File: src/sv/tspn_pkg.sv
// shared constants, tables and types for the toy spn cipher
package tspn_pkg;

	localparam int unsigned BLK_W = 8;
	localparam int unsigned NIB_W = 4;
	localparam int unsigned NUM_RK = 4;
	localparam int unsigned CFG_IDX_W = 3;

	// configuration register indexes
	localparam logic [CFG_IDX_W-1:0] REG_RK0 = 3'd0;
	localparam logic [CFG_IDX_W-1:0] REG_RK1 = 3'd1;
	localparam logic [CFG_IDX_W-1:0] REG_RK2 = 3'd2;
	localparam logic [CFG_IDX_W-1:0] REG_RK3 = 3'd3;
	localparam logic [CFG_IDX_W-1:0] REG_FINAL = 3'd4;

	// key reset values
	localparam logic [BLK_W-1:0] RK0_RST = 8'hE3;
	localparam logic [BLK_W-1:0] RK1_RST = 8'h2B;
	localparam logic [BLK_W-1:0] RK2_RST = 8'hF5;
	localparam logic [BLK_W-1:0] RK3_RST = 8'h9A;
	localparam logic [BLK_W-1:0] FINAL_RST = 8'h75;

	localparam logic [NIB_W-1:0] SBOX_FWD [16] = '{
		4'hE, 4'h4, 4'hD, 4'h1, 4'h2, 4'hF, 4'hB, 4'h8,
		4'h3, 4'hA, 4'h6, 4'hC, 4'h5, 4'h9, 4'h0, 4'h7
	};

	localparam logic [NIB_W-1:0] SBOX_REV [16] = '{
		4'hE, 4'h3, 4'h4, 4'h8, 4'h1, 4'hC, 4'hA, 4'hF,
		4'h7, 4'hD, 4'h9, 4'h6, 4'hB, 4'h2, 4'h0, 4'h5
	};

	// destination of each source bit
	localparam logic [2:0] BIT_DEST [8] = '{
		3'd0, 3'd4, 3'd6, 3'd5, 3'd1, 3'd3, 3'd2, 3'd7
	};

	// per-round control from the top level to a round unit
	typedef struct packed {
		logic decrypt;
		logic perm_en;
	} rnd_ctl_t;

	// bit permutation, its own inverse
	function automatic logic [BLK_W-1:0] perm(input logic [BLK_W-1:0] v);
		logic [BLK_W-1:0] r;
		r = '0;
		for (int i = 0; i < BLK_W; i++) begin
			r[BIT_DEST[i]] = v[i];
		end
		return r;
	endfunction

	function automatic logic [BLK_W-1:0] sub_fwd(input logic [BLK_W-1:0] v);
		return {SBOX_FWD[v[7:4]], SBOX_FWD[v[3:0]]};
	endfunction

	function automatic logic [BLK_W-1:0] sub_rev(input logic [BLK_W-1:0] v);
		return {SBOX_REV[v[7:4]], SBOX_REV[v[3:0]]};
	endfunction

endpackage

File: src/sv/tspn_round.sv
// one cipher round, encrypt or decrypt, as combinational logic
module tspn_round (
	input  tspn_pkg::rnd_ctl_t           ctl,
	input  logic [tspn_pkg::BLK_W-1:0]   din,
	input  logic [tspn_pkg::BLK_W-1:0]   key_a,
	input  logic [tspn_pkg::BLK_W-1:0]   key_b,
	output logic [tspn_pkg::BLK_W-1:0]   dout
);

	logic [tspn_pkg::BLK_W-1:0] pre;
	logic [tspn_pkg::BLK_W-1:0] sub;

	// encrypt: key, s-box, then permute or whiten
	// decrypt: permute or un-whiten, inverse s-box, then key
	always_comb begin
		if (ctl.decrypt) begin
			pre  = ctl.perm_en ? tspn_pkg::perm(din) : (din ^ key_b);
			sub  = tspn_pkg::sub_rev(pre);
			dout = sub ^ key_a;
		end else begin
			pre  = din ^ key_a;
			sub  = tspn_pkg::sub_fwd(pre);
			dout = ctl.perm_en ? tspn_pkg::perm(sub) : (sub ^ key_b);
		end
	end

endmodule

File: src/sv/toy_spn_cipher_8bit.sv
// top level: key registers and four-stage round pipeline with stall handling
//
// Encrypts (mode 0) or decrypts (mode 1) one 8-bit block per item. Each of the
// four rounds has its own pipeline stage, so an item passes data_s1, data_s2, data_s3
// and data_s4 before data_out, and a new item is taken every cycle while out_stall
// is low. When the output is stalled the stages fill up and in_stall rises only once
// all four hold an item. Keys are written through cfg_we/cfg_index/cfg_data and
// must only change while no item is in flight; indexes beyond final_key are ignored.
module toy_spn_cipher_8bit (
	input  logic                             clk,
	input  logic                             arst_n,
	input  logic                             cfg_we,
	input  logic [tspn_pkg::CFG_IDX_W-1:0]   cfg_index,
	input  logic [tspn_pkg::BLK_W-1:0]       cfg_data,
	input  logic                             in_valid,
	output logic                             in_stall,
	input  logic                             mode,
	input  logic [tspn_pkg::BLK_W-1:0]       data_in,
	output logic                             out_valid,
	input  logic                             out_stall,
	output logic [tspn_pkg::BLK_W-1:0]       data_out
);

	logic [tspn_pkg::BLK_W-1:0] rk_q [tspn_pkg::NUM_RK];
	logic [tspn_pkg::BLK_W-1:0] final_q;

	logic valid_s1, valid_s2, valid_s3, valid_s4;
	logic mode_s1, mode_s2, mode_s3;
	logic [tspn_pkg::BLK_W-1:0] data_s1, data_s2, data_s3, data_s4;
	logic adv0, adv1, adv2, adv3;

	logic [tspn_pkg::BLK_W-1:0] rnd0, rnd1, rnd2, rnd3;
	logic [tspn_pkg::BLK_W-1:0] ka0, ka1, ka2, ka3;
	tspn_pkg::rnd_ctl_t ctl0, ctl1, ctl2, ctl3;

	// key registers
	always_ff @(posedge clk or negedge arst_n) begin
		if (!arst_n) begin
			rk_q[0] <= tspn_pkg::RK0_RST;
			rk_q[1] <= tspn_pkg::RK1_RST;
			rk_q[2] <= tspn_pkg::RK2_RST;
			rk_q[3] <= tspn_pkg::RK3_RST;
			final_q <= tspn_pkg::FINAL_RST;
		end else if (cfg_we) begin
			case (cfg_index)
				tspn_pkg::REG_RK0: rk_q[0] <= cfg_data;
				tspn_pkg::REG_RK1: rk_q[1] <= cfg_data;
				tspn_pkg::REG_RK2: rk_q[2] <= cfg_data;
				tspn_pkg::REG_RK3: rk_q[3] <= cfg_data;
				tspn_pkg::REG_FINAL: final_q <= cfg_data;
				default: ;
			endcase
		end
	end

	// stage advance chain: a stage loads when it is empty or its own item moves on
	assign adv3     = !valid_s4 || !out_stall;
	assign adv2     = !valid_s3 || adv3;
	assign adv1     = !valid_s2 || adv2;
	assign adv0     = !valid_s1 || adv1;
	assign in_stall = !adv0;

	// round keys and control per stage; decryption walks the keys backwards
	assign ka0  = mode    ? rk_q[3] : rk_q[0];
	assign ka1  = mode_s1 ? rk_q[2] : rk_q[1];
	assign ka2  = mode_s2 ? rk_q[1] : rk_q[2];
	assign ka3  = mode_s3 ? rk_q[0] : rk_q[3];
	assign ctl0 = '{decrypt: mode,    perm_en: !mode};
	assign ctl1 = '{decrypt: mode_s1, perm_en: 1'b1};
	assign ctl2 = '{decrypt: mode_s2, perm_en: 1'b1};
	assign ctl3 = '{decrypt: mode_s3, perm_en: mode_s3};

	tspn_round u_rnd0 (.ctl(ctl0), .din(data_in), .key_a(ka0), .key_b(final_q), .dout(rnd0));
	tspn_round u_rnd1 (.ctl(ctl1), .din(data_s1), .key_a(ka1), .key_b(final_q), .dout(rnd1));
	tspn_round u_rnd2 (.ctl(ctl2), .din(data_s2), .key_a(ka2), .key_b(final_q), .dout(rnd2));
	tspn_round u_rnd3 (.ctl(ctl3), .din(data_s3), .key_a(ka3), .key_b(final_q), .dout(rnd3));

	// pipeline valid bits
	always_ff @(posedge clk or negedge arst_n) begin
		if (!arst_n) begin
			valid_s1 <= 1'b0;
			valid_s2 <= 1'b0;
			valid_s3 <= 1'b0;
			valid_s4 <= 1'b0;
		end else begin
			if (adv0) valid_s1 <= in_valid;
			if (adv1) valid_s2 <= valid_s1;
			if (adv2) valid_s3 <= valid_s2;
			if (adv3) valid_s4 <= valid_s3;
		end
	end

	// pipeline payload
	always_ff @(posedge clk) begin
		if (adv0) begin
			data_s1 <= rnd0;
			mode_s1 <= mode;
		end
		if (adv1) begin
			data_s2 <= rnd1;
			mode_s2 <= mode_s1;
		end
		if (adv2) begin
			data_s3 <= rnd2;
			mode_s3 <= mode_s2;
		end
		if (adv3) begin
			data_s4 <= rnd3;
		end
	end

	assign out_valid = valid_s4;
	assign data_out  = data_s4;

	// input is held off only when every stage is occupied and the output stalls
	a_stall_full: assert property (@(posedge clk) disable iff (!arst_n)
		in_stall |-> (valid_s1 && valid_s2 && valid_s3 && valid_s4 && out_stall))
		else $error("in_stall with a free stage");

	// an accepted item always lands in the first stage
	a_accept_s1: assert property (@(posedge clk) disable iff (!arst_n)
		(in_valid && !in_stall) |=> valid_s1)
		else $error("accepted item lost at stage one");

	// a blocked stage three keeps its item
	a_hold_s3: assert property (@(posedge clk) disable iff (!arst_n)
		(valid_s3 && valid_s4 && out_stall) |=> (valid_s3 && $stable(data_s3)))
		else $error("stage three changed under stall");

	// stage three moves into a free or draining output stage
	a_move_s4: assert property (@(posedge clk) disable iff (!arst_n)
		(valid_s3 && !(valid_s4 && out_stall)) |=> (valid_s4 && data_s4 == $past(rnd3)))
		else $error("stage three item not forwarded");

endmodule
File: config.mk
export PLATFORM = sky130hd
export DESIGN_NAME = toy_spn_cipher_8bit
export DESIGN_NICKNAME = d
export VERILOG_FILES = /design/src/sv/tspn_pkg.sv /design/src/sv/tspn_round.sv /design/src/sv/toy_spn_cipher_8bit.sv
export SDC_FILE = /design/constraint.sdc
export NUM_CORES = 1
export LEC_CHECK = 0
export ABC_CLOCK_PERIOD_IN_PS = 3500
export BUFFER_PORTS_ARGS = -buffer_cell sky130_fd_sc_hd__buf_2
export CAP_MARGIN = 15
export CORE_ASPECT_RATIO = 1.5
export CORE_UTILIZATION = 25
export CTS_BUF_LIST = sky130_fd_sc_hd__clkbuf_2
export DETAILED_ROUTE_END_ITERATION = 8
export PLACE_DENSITY = 0.47
export SLEW_MARGIN = 20
export SYNTH_ARGS = -nofsm -noshare
export SYNTH_HDL_FRONTEND = slang
export SYNTH_SLANG_ARGS = --single-unit
export TNS_END_PERCENT = 50
File: constraint.sdc
create_clock -name clk -period 3.5 [get_ports clk]
set_clock_uncertainty 0.2 [all_clocks]
set_input_delay 0.35 -clock clk [delete_from_list [all_inputs] [get_ports clk]]
set_output_delay 0.35 -clock clk [all_outputs]
set_load 0.03 [all_outputs]
Yosys cells after proc, flatten, opt, wreduce, memory -nomap -nowiden
Memory sizes are Yosys's and may differ from the RTL's. Cells that the tools add are included.

Add/subtract/negate cells: 0. $mul: 0. Div/mod/pow operators: 0. Order comparisons: 16. Equality and inequality tests: 4. Shift operators: 0. Mux-type cells: 42. Bitwise gates (word level): 27. Reductions and logical operators: 16.

Operators with widths (number): two-way mux 4 bit (32); bitwise XOR 8 bit (11); >= comparator 5 bit (second input constant) (16); two-way mux 8 bit (10); NOT 4 -> 5 bit (16); AND reduction 2 bit (5); equality test 3 x 2 -> 1 bit (second input constant) (2); zero test 1 bit (6); logical OR 1 bit (4); equality test 3 x 1 -> 1 bit (second input constant) (1); equality test 3 bit (second input constant) (1); zero test 3 bit (1).

Register bits after elaboration: 79. Bits in latches: 0. Bits in writable memories: 0. ROM bits: 1024. Input bits: 25. Output and inout bits: 10. Word-level logic and storage cells: 137. Memories kept: 16.

Memories: (no name shown) (words 16, width 4, rd ports 1, clocked after Yosys merged registers in 0, write ports 0, RTL line tspn_pkg.sv:55) `return {SBOX_FWD[v[7:4]], SBOX_FWD[v[3:0]]};`; (no name shown) (words 16, width 4, rd ports 1, clocked after Yosys merged registers in 0, write ports 0, RTL line tspn_pkg.sv:55); (no name shown) (words 16, width 4, rd ports 1, clocked after Yosys merged registers in 0, write ports 0, RTL line tspn_pkg.sv:59) `return {SBOX_REV[v[7:4]], SBOX_REV[v[3:0]]};`; (no name shown) (words 16, width 4, rd ports 1, clocked after Yosys merged registers in 0, write ports 0, RTL line tspn_pkg.sv:59); (no name shown) (words 16, width 4, rd ports 1, clocked after Yosys merged registers in 0, write ports 0, RTL line tspn_pkg.sv:59); (no name shown) (words 16, width 4, rd ports 1, clocked after Yosys merged registers in 0, write ports 0, RTL line tspn_pkg.sv:55); +10 memories.

Logic depth before layout (Yosys ltp)
Depth after elaboration: 8. Depth in mapped cells: 11. Mapped depth without buffers: 9.

Modules after synthesis
A second synthesis with hierarchy kept.

Cells, all modules: 859. Area, all modules: 8420.6 µm².

By module, submodules not included: tspn_round (u_rnd1 ...) (instances 3, cells an instance 172, area an instance 1327.5 µm², seq. area each 0.0 µm²); toy_spn_cipher_8bit (instances 1, cells an instance 175, area an instance 3148.0 µm², seq. area each 2182.1 µm²); tspn_round (u_rnd0) (instances 1, cells an instance 168, area an instance 1290.0 µm², seq. area each 0.0 µm²).

Least setup slack after synthesis
No wires, ideal clock.

Path kind: reg-to-reg. Start: register mode_s3. End: register data_s4 (netlist bit data_out[6]), data pin. Setup time: 274 ps. Arrival: 2020 ps. Data required time: 3026 ps. Path slack: 1006 ps. Stages on the path, launching flop included: 11. Buffers on the path: 2. Clock period less this slack: 2494 ps. Cell sequence: edfxtp_1 > buf_6 > buf_6 > mux2i_1 > xor2_1 > inv_1 > ha_1 > o32ai_1 > nor2_1 > xor2_1 > o21ai_0.

Cells in the longest elaborated chain, start to end: 8. Elaborated cells between the ends (all ways): 14. Classes of those cells: mux (7); bitwise (5); memory (2).

RTL lines: from (decl) (RTL line toy_spn_cipher_8bit.sv:28) `logic mode_s1, mode_s2, mode_s3;`; from (signal assigned) (RTL line toy_spn_cipher_8bit.sv:105) `mode_s3 <= mode_s2;`; two-way mux 8 bit (RTL line toy_spn_cipher_8bit.sv:67) `assign ka3 = mode_s3 ? rk_q[0] : rk_q[3];`; bitwise XOR 8 bit (RTL line tspn_round.sv:21) `pre = din ^ key_a;`; NOT 4 -> 5 bit (not written as such) (RTL line tspn_pkg.sv:55); memory read (16 x 4 bit); two-way mux 4 bit (not written as such) (2 in series) (RTL line tspn_pkg.sv:55); bitwise XOR 8 bit (RTL line tspn_round.sv:23) `dout = ctl.perm_en ? tspn_pkg::perm(sub) : (sub ^ key_b);`; two-way mux 8 bit (*) (RTL line tspn_round.sv:16) `if (ctl.decrypt) begin`; net rnd3 (one bit) (RTL line toy_spn_cipher_8bit.sv:32) `logic [tspn_pkg::BLK_W-1:0] rnd0, rnd1, rnd2, rnd3;`; to (signal assigned) (RTL line toy_spn_cipher_8bit.sv:108) `data_s4 <= rnd3;`; to (decl) (RTL line toy_spn_cipher_8bit.sv:29) `logic [tspn_pkg::BLK_W-1:0] data_s1, data_s2, data_s3, data_s4;`.

Mark *: on every way through the listed nets, which the timed path passes. The rest lies on a longest branch. The select of a mux whose other input is x is not followed. A chain may end at the register's enable or synchronous reset.

Final worst setup path
Start: register mode_s3. End: register data_s4 (netlist bit data_out[0]), data pin.

Same word-level chain as after synthesis.

==> results.toml <==
[yosys]
syn-cell-area_sq_um = 7000
synthCells = 738
ys_seq_area_frac = 0.312
async_flop_share = 0.557
synth_largest_area_cell = "edfxtp_1"
synth-edff-count = 35
synth_fp_nets = 800
synth_ff_type = "edfxtp_1"
ys_warn_count = 0
synth_top_cell_area_share = 0.150
synthTopCellsByArea = "edfxtp_1, dfstp_2, xnor2_1"
avgSynthCellArea_sq_um = 9.49
synth_seq_cells = 79
synth.distinct_cells = 69

[placed_design]
io_buffers = 34
dp_hpwl_mm = 14.4
dp.cells = 1094
gp_congestion = 0.891

[floorplanning]
start_util = 0.256
die_w_um = 139
dieHeight_um = 207
dieArea_sq_um = 28700
core-area_sq_um = 27400
ios = 35
std_cell_rows = 74

[critical_path]
cp-start-kind = "flop"
r2r.worst_path.cells = 8
required_ps = 3630
ff2ff_setup_slack_ps = 420
path_max_fanout = 14
path_class = "flop to flop"
worstSetupEndpointType = "flop"
critPathArrivalTime_ps = 3210

[status]
violations = "design-rule violations"
outcome = "finished, violations left"

[clock_network]
cts_setup_buffers = 0
post_cts_resized = 0
insertion_delay_ps = 580
clockRootBuffer = "clkbuf_2"
clock_path_buffers = 2
cts_tree = "yes"
cts_max_level = 3
clock-sinks = 79
cts_hold_buf = 10
cts-buffers-inserted = 9
clk_pin_slew_worst_paths_ps = 220

[timing]
hold_viol_final = 0
max_slew.worst_pin.slew_ps = 806
finalSetupTns_ps = 0
finalMaxSlewViolations = 0
maxSlewHeadroom = 0.459
period_needed_ps = 3080
max_freq_mhz = 324
period_share = 0.881
rsz0062_at_grt = "false"
setup_viol = 0

[grt]
grt_pass1_vias = 5161
grt_max_degree = 45
grt_use_total = 0.132
gr-total-overflow = 0
antenna_found_initial = 2
grt_pass1_wl_mm = 28.9

[layout]
fin_cells = 1124
area_growth_pct = 10.5
layout_commonest_cell = "xnor2_1"
fill_cells = 2898
drive_gt1_frac = 0.196
nNetsFinal = 837
final_cell_mix = "xnor2_1, nand2_1, a21oi_1"

[drt]
drc = 4
vias = 5331
drt_iter0_markers = 316
detail-route-antenna-nets = 0
vias_per_cell = 4.74
wl_per_cell_um = 16.2
drt_first_pass_iters = 9
drt-total-wl_mm = 18.2

[min_path]
holdPathStages = 3
hp-class = "input port to flop"

[power]
leakage_nw = 3.06
peakVddDrop_mv = 0.175
power_density_nw_per_um2 = 903

[run]
cap_violations = 0
[kinds of logic after synthesis]
family / count (synthesis) / share of synthesized area
AND/OR/NAND/NOR: 185 / 0.129
AO/OA/AOI/OAI: 164 / 0.145
XOR/XNOR: 122 / 0.162
multiplexers: 90 / 0.142
flip-flops: 79 / 0.312
buffers and inverters: 60 / 0.0429
adder cells (fa/ha/maj): 38 / 0.0675
[power by group]
| group | switching, W | internal, W | leakage [nW] | total, W |
|---|---|---|---|---|
| logic | 0.00252 | 0.00192 | 2.15 | 0.00444 |
| registers | 0.000588 | 0.00145 | 0.841 | 0.00204 |
| clock network | 0.000344 | 0.000170 | 0.0682 | 0.000514 |
| total | 0.00345 | 0.00354 | 3.06 | 0.00699 |
[worst max-delay path, cell delays in order, from the launching register on]
cell	delay, ps
edfxtp_1	920
mux2i_1	290
xor2_1	340
inv_1	180
ha_1	320
o32ai_1	260
a31oi_1	80
xnor2_1	180
mux2i_1	80
[layout make-up]
type	count	area (sq um)	share of cell area
antenna	2	5.00	0.000647
tap	342	428	0.0553
inverter	29	109	0.0141
clock buffer	11	55.1	0.00711
timing repair buffer	57	383	0.0495
multi-input combinational	599	4520	0.584
sequential	79	2180	0.282
clock inverter	5	58.8	0.00760
[flip-flops by register name (all words and copies together) (netlist names)]
register and count:
mode_s2 1, mode_s3 1, valid_s2 1, valid_s1 1
valid_s3 1, rk_q 32, data_s2 8, mode_s1 1
data_s1 8, data_s3 8, data_out 8, out_valid 1
final_q 8
[synth_stat cells (4+ instances only)]
library cell,number
xnor2_1,71
a21oi_1,56
nand2_1,56
nor2_1,47
mux2i_1,44
xor2_1,42
mux2_2,41
o21ai_0,38
ha_1,37
edfxtp_1,35
inv_1,29
dfstp_2,24
nor3_1,21
dfrtp_1,20
nand2b_1,14
clkbuf_1,12
nand3_1,12
o21ai_1,10
buf_2,9
o211ai_1,8
a31oi_1,7
o32ai_1,7
buf_6,6
a211oi_1,5
a21o_1,5
and3_1,5
xnor2_2,5
a2111oi_0,4
nor4_1,4
xor2_2,4
[per-stage QoR]
step / area, sq um / hold slack (ps) / util / total power, W / worst slack [ps]
final: 7740 / 120 / 0.282 / 0.00699 / 417
after global routing: 7740 / 81.0 / 0.282 / 0.00765 / 294
after CTS: 7710 / 72.1 / 0.281 / 0.00705 / 433
after detailed placement: 7490 / 246 / 0.273 / 0.00651 / 453
after global placement: 7490 / 256 / 0.273 / 0.00648 / 481
after floorplan: 7000 / -146 / - / 0.00544 / 1010
[path summary, 6_finish.rpt]
kind / start / endpoint
min in group asynchronous: arst_n / final_q[7]
max in group asynchronous: arst_n / final_q[0]
worst max-delay path: mode_s3 / data_out[0]
worst min register to register: valid_s3 / out_valid
worst max register to register: mode_s3 / data_out[0]
worst min-delay path: cfg_index[0] / final_q[2]
[per-layer routing]
metal,global-route usage,vias to the layer above,share of wire
li1,-,2714,-
met1,0.146,2535,0.42
met2,0.256,64,0.54
met3,0.0173,18,0.020
met4,0.0468,0,0.019
met5,0,-,0
(Power assumes the default switching activity.)
